--- src/rtl/core/ttrrs_pkg.sv ---
// Shared command codes and controller/datapath interface types for the task scheduler.
package ttrrs_pkg;

  typedef enum logic [3:0] {
    CMD_CREATE  = 4'd0,
    CMD_KILL    = 4'd1,
    CMD_TICK    = 4'd2,
    CMD_QUERY   = 4'd3,
    CMD_GET_UID = 4'd4,
    CMD_GET_GID = 4'd5,
    CMD_SET_UID = 4'd6,
    CMD_SET_GID = 4'd7,
    CMD_COUNT   = 4'd8,
    CMD_ID_POS  = 4'd9
  } command_t;

  localparam logic [1:0] OUTCOME_YIELD = 2'd1;

  typedef struct packed {
    logic load;
    logic scan;
    logic fetch;
  } ctrl_cmd_t;

  typedef struct packed {
    logic scan_done;
  } dp_status_t;

endpackage

--- src/rtl/core/task_table_round_robin_scheduler.sv ---
// Top level of the round-robin task table scheduler.
//
//  channel   handshake           payload
//  command   start / busy        command, task_id, id_value, position, run_outcome
//  result    done (one cycle)    success, result_id, result_value, task_state
//
// Done is registered and rises as the controller leaves FETCH for REPLY; FETCH follows
// the scan, which ends on the slot read that hits or on the last of SLOT_COUNT reads.
// The scan reads one slot per cycle from the id memory and stops at the first hit.
// Reset clears all live bits, the id counter to one and the scan start to slot zero.
// Busy drops as done ends, so a new transaction is accepted only after the reply;
// done pulses for one cycle and the receiver cannot stall it.
module task_table_round_robin_scheduler
  import ttrrs_pkg::*;
#(
  parameter int SLOT_COUNT = 16
) (
  input  logic        clk,
  input  logic        rst,
  input  logic        start,
  output logic        busy,
  input  logic [3:0]  command,
  input  logic [31:0] task_id,
  input  logic [31:0] id_value,
  input  logic [7:0]  position,
  input  logic [1:0]  run_outcome,
  output logic        done,
  output logic        success,
  output logic [31:0] result_id,
  output logic [31:0] result_value,
  output logic        task_state
);

  ctrl_cmd_t  cmd;
  dp_status_t status;

  ttrrs_ctrl u_ctrl (
    .clk    (clk),
    .rst    (rst),
    .start  (start),
    .status (status),
    .cmd    (cmd),
    .busy   (busy),
    .done   (done)
  );

  ttrrs_dpath #(
    .SLOT_COUNT (SLOT_COUNT)
  ) u_dpath (
    .clk          (clk),
    .rst          (rst),
    .cmd          (cmd),
    .status       (status),
    .command      (command),
    .task_id      (task_id),
    .id_value     (id_value),
    .position     (position),
    .run_outcome  (run_outcome),
    .success      (success),
    .result_id    (result_id),
    .result_value (result_value),
    .task_state   (task_state)
  );

  a_done_busy: assert property (@(posedge clk) disable iff (rst) done |-> busy)
    else $error("done without busy");

  a_accept_busy: assert property (@(posedge clk) disable iff (rst)
    (start && !busy) |=> busy)
    else $error("accepted transaction did not raise busy");

  a_done_pulse: assert property (@(posedge clk) disable iff (rst) done |=> !done)
    else $error("done held longer than one cycle");

  a_state_ok: assert property (@(posedge clk) disable iff (rst)
    (done && task_state) |-> success)
    else $error("ready state reported without success");

endmodule

--- src/rtl/core/ttrrs_ctrl.sv ---
// Controller state machine: sequences load, slot scan, fetch/commit and reply.
module ttrrs_ctrl
  import ttrrs_pkg::*;
(
  input  logic       clk,
  input  logic       rst,
  input  logic       start,
  input  dp_status_t status,
  output ctrl_cmd_t  cmd,
  output logic       busy,
  output logic       done
);

  typedef enum logic [1:0] {ST_IDLE, ST_SCAN, ST_FETCH, ST_REPLY} state_t;

  state_t state;

  always_comb begin
    cmd.load  = (state == ST_IDLE) && start;
    cmd.scan  = (state == ST_SCAN);
    cmd.fetch = (state == ST_FETCH);
  end

  always_ff @(posedge clk) begin
    if (rst) begin
      state <= ST_IDLE;
      busy  <= 1'b0;
      done  <= 1'b0;
    end else begin
      unique case (state)
        ST_IDLE: begin
          if (start) begin
            state <= ST_SCAN;
            busy  <= 1'b1;
          end
        end
        ST_SCAN: begin
          if (status.scan_done) begin
            state <= ST_FETCH;
          end
        end
        ST_FETCH: begin
          state <= ST_REPLY;
          done  <= 1'b1;
        end
        ST_REPLY: begin
          state <= ST_IDLE;
          done  <= 1'b0;
          busy  <= 1'b0;
        end
        default: state <= ST_IDLE;
      endcase
    end
  end

endmodule

--- src/rtl/core/ttrrs_dpath.sv ---
// Datapath: slot table, id memories, slot scan pipeline and result formatting.
module ttrrs_dpath
  import ttrrs_pkg::*;
#(
  parameter int SLOT_COUNT = 16
) (
  input  logic        clk,
  input  logic        rst,
  input  ctrl_cmd_t   cmd,
  output dp_status_t  status,
  input  logic [3:0]  command,
  input  logic [31:0] task_id,
  input  logic [31:0] id_value,
  input  logic [7:0]  position,
  input  logic [1:0]  run_outcome,
  output logic        success,
  output logic [31:0] result_id,
  output logic [31:0] result_value,
  output logic        task_state
);

  localparam int AW = (SLOT_COUNT > 1) ? $clog2(SLOT_COUNT) : 1;
  localparam int CW = $clog2(SLOT_COUNT + 1);

  logic [31:0] tid_mem [SLOT_COUNT];
  logic [31:0] uid_mem [SLOT_COUNT];
  logic [31:0] gid_mem [SLOT_COUNT];
  logic [SLOT_COUNT-1:0] live;

  logic [3:0]  cmd_reg;
  logic [31:0] tid_reg;
  logic [31:0] val_reg;
  logic [7:0]  pos_reg;
  logic [1:0]  outcome_reg;

  logic [CW-1:0] cnt;
  logic [CW-1:0] live_seen;
  logic [AW-1:0] scan_start;
  logic [31:0]   next_id;
  logic          pv;
  logic          plast;
  logic          plive;
  logic [AW-1:0] paddr;
  logic [31:0]   rd_tid;
  logic          hit;
  logic [AW-1:0] hit_slot;
  logic [31:0]   hit_id;
  logic [31:0]   new_id;
  logic [31:0]   uid_rd;
  logic [31:0]   gid_rd;

  logic          issue;
  logic [AW:0]   sum;
  logic [AW-1:0] addr;
  logic          pmatch;
  logic [AW:0]   after_hit;

  always_comb begin
    issue = cmd.scan && (cnt < CW'(SLOT_COUNT));
    sum   = (AW+1)'(scan_start) + (AW+1)'(cnt);
    if (command_t'(cmd_reg) == CMD_TICK) begin
      if (sum >= (AW+1)'(SLOT_COUNT)) begin
        addr = AW'(sum - (AW+1)'(SLOT_COUNT));
      end else begin
        addr = AW'(sum);
      end
    end else begin
      addr = AW'(cnt);
    end
    after_hit = (AW+1)'(hit_slot) + (AW+1)'(1);
  end

  always_comb begin
    unique case (cmd_reg)
      CMD_CREATE:  pmatch = !plive;
      CMD_KILL, CMD_GET_UID, CMD_GET_GID, CMD_SET_UID, CMD_SET_GID:
                   pmatch = plive && (tid_reg != 32'd0) && (rd_tid == tid_reg);
      CMD_QUERY:   pmatch = plive && (rd_tid == tid_reg);
      CMD_TICK:    pmatch = plive;
      CMD_ID_POS:  pmatch = plive && (32'(live_seen) == 32'(pos_reg));
      default:     pmatch = 1'b0;
    endcase
    pmatch           = pmatch && pv && !hit;
    status.scan_done = pmatch || (pv && plast);
  end

  always_ff @(posedge clk) begin
    if (rst) begin
      live       <= '0;
      scan_start <= '0;
      next_id    <= 32'd1;
      cnt        <= '0;
      live_seen  <= '0;
      pv         <= 1'b0;
      hit        <= 1'b0;
    end else if (cmd.load) begin
      cnt       <= '0;
      live_seen <= '0;
      pv        <= 1'b0;
      hit       <= 1'b0;
    end else if (cmd.scan) begin
      pv <= issue;
      if (issue) begin
        cnt <= cnt + CW'(1);
      end
      if (pmatch) begin
        hit <= 1'b1;
      end
      if (pv && plive && !hit) begin
        live_seen <= live_seen + CW'(1);
      end
    end else if (cmd.fetch && hit) begin
      pv <= 1'b0;
      unique case (cmd_reg)
        CMD_CREATE: begin
          live[hit_slot] <= 1'b1;
          next_id        <= next_id + 32'd1;
        end
        CMD_KILL: live[hit_slot] <= 1'b0;
        CMD_TICK: begin
          if (outcome_reg != OUTCOME_YIELD) begin
            live[hit_slot] <= 1'b0;
          end
          scan_start <= (after_hit >= (AW+1)'(SLOT_COUNT)) ? '0 : AW'(after_hit);
        end
        default: ;
      endcase
    end
  end

  always_ff @(posedge clk) begin
    if (cmd.load) begin
      cmd_reg     <= command;
      tid_reg     <= task_id;
      val_reg     <= id_value;
      pos_reg     <= position;
      outcome_reg <= run_outcome;
    end
    if (issue) begin
      rd_tid <= tid_mem[addr];
      plive  <= live[addr];
      paddr  <= addr;
      plast  <= (cnt == CW'(SLOT_COUNT - 1));
    end
    if (pmatch) begin
      hit_slot <= paddr;
      hit_id   <= rd_tid;
    end
    if (cmd.fetch) begin
      uid_rd <= uid_mem[hit_slot];
      gid_rd <= gid_mem[hit_slot];
      new_id <= next_id;
      if (hit) begin
        if (command_t'(cmd_reg) == CMD_CREATE) begin
          tid_mem[hit_slot] <= next_id;
          uid_mem[hit_slot] <= 32'd0;
          gid_mem[hit_slot] <= 32'd0;
        end
        if (command_t'(cmd_reg) == CMD_SET_UID) begin
          uid_mem[hit_slot] <= val_reg;
        end
        if (command_t'(cmd_reg) == CMD_SET_GID) begin
          gid_mem[hit_slot] <= val_reg;
        end
      end
    end
  end

  always_comb begin
    success      = 1'b0;
    result_id    = 32'd0;
    result_value = 32'd0;
    task_state   = 1'b0;
    unique case (cmd_reg)
      CMD_CREATE: begin
        success   = hit;
        result_id = hit ? new_id : 32'd0;
      end
      CMD_KILL, CMD_SET_UID, CMD_SET_GID: success = hit;
      CMD_TICK, CMD_ID_POS: begin
        success   = hit;
        result_id = hit ? hit_id : 32'd0;
      end
      CMD_QUERY: begin
        success    = hit;
        task_state = hit;
      end
      CMD_GET_UID: begin
        success      = hit;
        result_value = hit ? uid_rd : 32'd0;
      end
      CMD_GET_GID: begin
        success      = hit;
        result_value = hit ? gid_rd : 32'd0;
      end
      CMD_COUNT: begin
        success      = 1'b1;
        result_value = 32'(live_seen);
      end
      default: ;
    endcase
  end

endmodule

--- config.mk ---
export PLATFORM = sky130hd
export DESIGN_NAME = task_table_round_robin_scheduler
export DESIGN_NICKNAME = d
export VERILOG_FILES = /design/src/rtl/core/ttrrs_pkg.sv /design/src/rtl/core/task_table_round_robin_scheduler.sv /design/src/rtl/core/ttrrs_ctrl.sv /design/src/rtl/core/ttrrs_dpath.sv
export SDC_FILE = /design/constraint.sdc
export NUM_CORES = 2
export LEC_CHECK = 0
export BUFFER_PORTS_ARGS = -buffer_cell sky130_fd_sc_hd__buf_2
export CORE_AREA = 2 2 489 491
export DETAILED_ROUTE_END_ITERATION = 7
export DIE_AREA = 0 0 491 493
export MAX_ROUTING_LAYER = met4
export PLACE_DENSITY = 0.45
export SLEW_MARGIN = 30
export SYNTH_ARGS = -nofsm -noshare
export SYNTH_HDL_FRONTEND = slang
export SYNTH_SLANG_ARGS = --single-unit
--- constraint.sdc ---
create_clock -name clk -period 7.2 [get_ports clk]
set_input_delay 0.72 -clock clk [delete_from_list [all_inputs] [get_ports clk]]
set_output_delay 0.72 -clock clk [all_outputs]
set_load 0.02 [all_outputs]
==> summary.txt <==
Clock network
  – Worst-path clk slew: 0.06 ns
  – Root Driver: clkbuf_16
  – CTS resizes: 0
  – CTS tree: yes
  – CTS hold repair buffers: 38
  – CTS sink cnt: 1852
  – H-tree level count: 4
  – Cts bufs inserted: slightly below 200
  – Worst-skew pair later-pin latency: approximately 0.85 ns
  – Buffers from clock root to sink, at most: 3
  – Post-CTS setup buffers: 0

Job
  – Max-cap violations: 0

Setup path
  – CP endpoint kind: output port
  – Setup Crit Path Kind: reg2out
  – Worst-path fanout max: 32
  – R2R depth: 10
  – CP arrival: roughly 3.9 ns
  – WP data required: 6.48 ns
  – Crit Reg-Reg Startpoint: u_ctrl.state[0]
  – Reg2reg end: u_dpath.uid_mem[3][7]
  – Flop2flop setup slack: 2.82 ns
  – CP startpoint kind: flip-flop
  – Worst setup path end: result_value[2]
  – Crit. Startpoint: u_dpath.cmd_reg[1]

Finish
  – Final nets: 3601
  – Largest registers: u_dpath.gid_mem x512, u_dpath.tid_mem x512, u_dpath.uid_mem x512
  – Util after Layout: 35.03%
  – Share of layout cells above drive strength 1: between 20 and 30%
  – Area Overhead vs Synth: 17.57%
  – Fin area: between 80000 and 90000 sq um

STA
  – Max Clk Rate: 218.1 MHz
  – Slew @ Worst Pin: about 1.0 ns
  – Worst clock skew: 0.04661 ns
  – Relative slew slack: 32.47%
  – Final hold slack: 0.06830 ns
  – Final min period: between 4 and 5 ns
  – Final Hold Fails: 0
  – Final setup violation count: 0
  – RSZ-0062 raised after global routing: no
  – Final Slew Violations: 0
  – Final Cycle Share: 63.69%
  – Setup TNS: 0 ns

Place
  – Port-buffer cells: 148
  – GP Congestion: 0.7696
  – Post-DP HPWL: 111000 um
  – Dpl cell area: around 76000 sq um

GRT
  – Total track usage: between 15 and 20%
  – First-pass GRT wire length: 265800 um
  – Total gr overflow: 0
  – Largest net degree at the start of global routing: 127
  – Number of global-route vias before repair: 33810
  – Initial antenna violation count: 31

Detailed routing
  – Routed Wire Length: roughly 190000 um
  – Via density: 4.845
  – Post-route DRC: 0
  – Pre-Repair DR Iteration Count: 5
  – Routed len/inst: 27.57 um
  – Via Count: 33140
  – DRT iter0 DRCs: 2858
  – DRT antenna net count: 0

Logic synthesis
  – Synthesized flop and latch total: 1852
  – Top_reg_cell synth: edfxtp_1
  – Warnings, synthesis: 0
  – Mapped Nets: 3290
  – Distinct cells, synth: 58
  – Post-synth EDFFs: ~1800
  – Synthesized netlist cell count: 3193
  – Avg Cell Area, Syn: 22.11 sq um
  – Syn Std Cell Area: slightly above 70000 sq um
  – Sequential area share after synthesis: 77.81%
  – Async SR Flop Fraction: 0%

Floorplanning
  – Core region area: 237000 sq um
  – Initial Util: 29.79%
  – Die footprint: 242100 sq um
  – Die Y: 493 um
  – Chip width: 491 um
  – Row count: around 180
  – I/O pins: 149

Hold path
  – Min-Delay Path Class: in2reg

Power and ir drop
  – Max IR drop VDD: between 0.0002 and 0.00025 V
  – Cell Pwr Density: 287.1 nW/um^2
  – Leakage: 27.69 nW
  – Total power: between 20 and 25 mW

Outcome
  – Status: finished, final reports clean
-- synthesized netlist by cell type, types with 2 or more instances --
cell type | number | area share, %
clkbuf_1 | 91 | 0.48
a21oi_1 | 18 | 0.13
o211ai_1 | 2 | 0.021
and3_1 | 4 | 0.035
a31oi_1 | 13 | 0.12
nor3_1 | 32 | 0.23
a22o_1 | 32 | 0.40
buf_2 | 16 | 0.11
nand4_1 | 14 | 0.12
o21ai_0 | 12 | 0.085
and2_1 | 67 | 0.59
or4b_1 | 2 | 0.028
buf_1 | 37 | 0.20
nand3_1 | 19 | 0.13
nor2_1 | 149 | 0.79
nor4_1 | 22 | 0.19
xnor2_1 | 28 | 0.35
nand2_1 | 44 | 0.23
edfxtp_1 | 1784 | 76
or3_1 | 5 | 0.044
or4_1 | 3 | 0.032
buf_4 | 12 | 0.13
mux4_2 | 452 | 14
buf_6 | 2 | 0.032
nand2b_1 | 6 | 0.053
dfxtp_1 | 68 | 1.9
ha_1 | 15 | 0.27
o22ai_1 | 3 | 0.027
xor2_1 | 46 | 0.57
mux2i_1 | 103 | 1.5
a22oi_1 | 33 | 0.35
nor2b_1 | 9 | 0.080
inv_1 | 25 | 0.13
-- worst min path at each step --
stage	start	end	slack, ns	cells after the start
floorplan	u_dpath.paddr[0]	u_dpath.hit_slot[0]	0.40	0
global placement	u_dpath.paddr[1]	u_dpath.hit_slot[1]	0.40	0
detailed placement	u_dpath.paddr[1]	u_dpath.hit_slot[1]	0.41	0
CTS	task_id[25]	u_dpath.tid_reg[25]	0.0004	1
global route	task_id[18]	u_dpath.tid_reg[18]	0.02	1
finish	task_id[4]	u_dpath.tid_reg[4]	0.07	1
-- cells by family (layout without fill, tap and decap cells) --
group,count (synthesis),count (layout),share of synthesized area (%)
other,0,6,0
multiplexers,556,556,15.90
adder cells (fa/ha/maj),16,16,0.2942
AND/OR/NAND/NOR,385,385,2.717
buffers and inverters,185,659,1.099
AO/OA/AOI/OAI,125,125,1.269
flip-flops,1852,1852,77.81
XOR/XNOR,74,74,0.9180
-- through the flow --
stage	setup slack, ns	std cells
final	2.614	6840
after global routing	2.362	6835
after CTS	2.493	6833
after detailed placement	2.617	6436
after global placement	2.745	6416
after floorplan	1.265	3193
-- power by group --
group          leakage (nW)  switching [mW]  internal, mW
Clock                  3.09            4.25          5.81
Combinational          6.61           0.870         0.541
Sequential             18.0           0.292          12.1
-- critical path, cell delays in order (launching register included) --
cell and delay, ns:
edfxtp_1 0.58, inv_1 0.26, nand2_1 0.16, nor2_4 0.79
a22oi_1 0.20, o21ai_0 0.71, buf_2 0.31
-- cell usage in the layout (no fill, tap or decap), types with 6 or more instances in the layout --
cell type | netlist | layout
edfxtp_1 | 1784 | 1784
mux4_2 | 452 | 452
clkbuf_16 | 0 | 196
buf_2 | 16 | 148
mux2i_1 | 103 | 103
nor2_1 | 149 | 97
dfxtp_1 | 68 | 68
and2_1 | 67 | 66
buf_4 | 12 | 62
nor2_4 | 0 | 52
xor2_1 | 46 | 46
clkbuf_1 | 91 | 46
nand2_1 | 44 | 44
clkinv_1 | 0 | 43
dlygate4sd3_1 | 0 | 38
clkinv_2 | 0 | 34
a22oi_1 | 33 | 33
a22o_1 | 32 | 32
nor3_1 | 32 | 28
xnor2_1 | 28 | 27
inv_1 | 25 | 24
bufinv_16 | 0 | 22
nor4_1 | 22 | 20
buf_16 | 0 | 19
nand3_1 | 19 | 18
a21oi_1 | 18 | 15
nand4_1 | 14 | 14
ha_1 | 15 | 14
a31oi_1 | 13 | 13
o21ai_0 | 12 | 11
nor2b_1 | 9 | 9
buf_12 | 0 | 7
diode_2 | 0 | 6
nand2b_1 | 6 | 6
-- layout make-up --
| class | instances | area (sq um) |
|---|---|---|
| antenna | 6 | 15.01 |
| fill | 22070 | 154000 |
| multi-input combinational | 1156 | 15390 |
| inverter | 26 | 100.1 |
| timing repair buffer | 274 | 2250 |
| clock buffer | 243 | 5091 |
| tap | 3167 | 3963 |
| sequential | 1852 | 54930 |
| clock inverter | 116 | 1262 |
-- layer usage --
metal / up-vias / wire length (um) / global-route usage (%) / part of all wire [%]
met3: 232 / 7663 / 2.206 / 4.1
met5: - / 0 / - / 0
met4: 0 / 4071 / 3.969 / 2.2
met1: 18210 / 87180 / 22.44 / 46
li1: 13950 / - / - / -
met2: 753 / 89680 / 24.33 / 48
(Power assumes the default switching activity.)
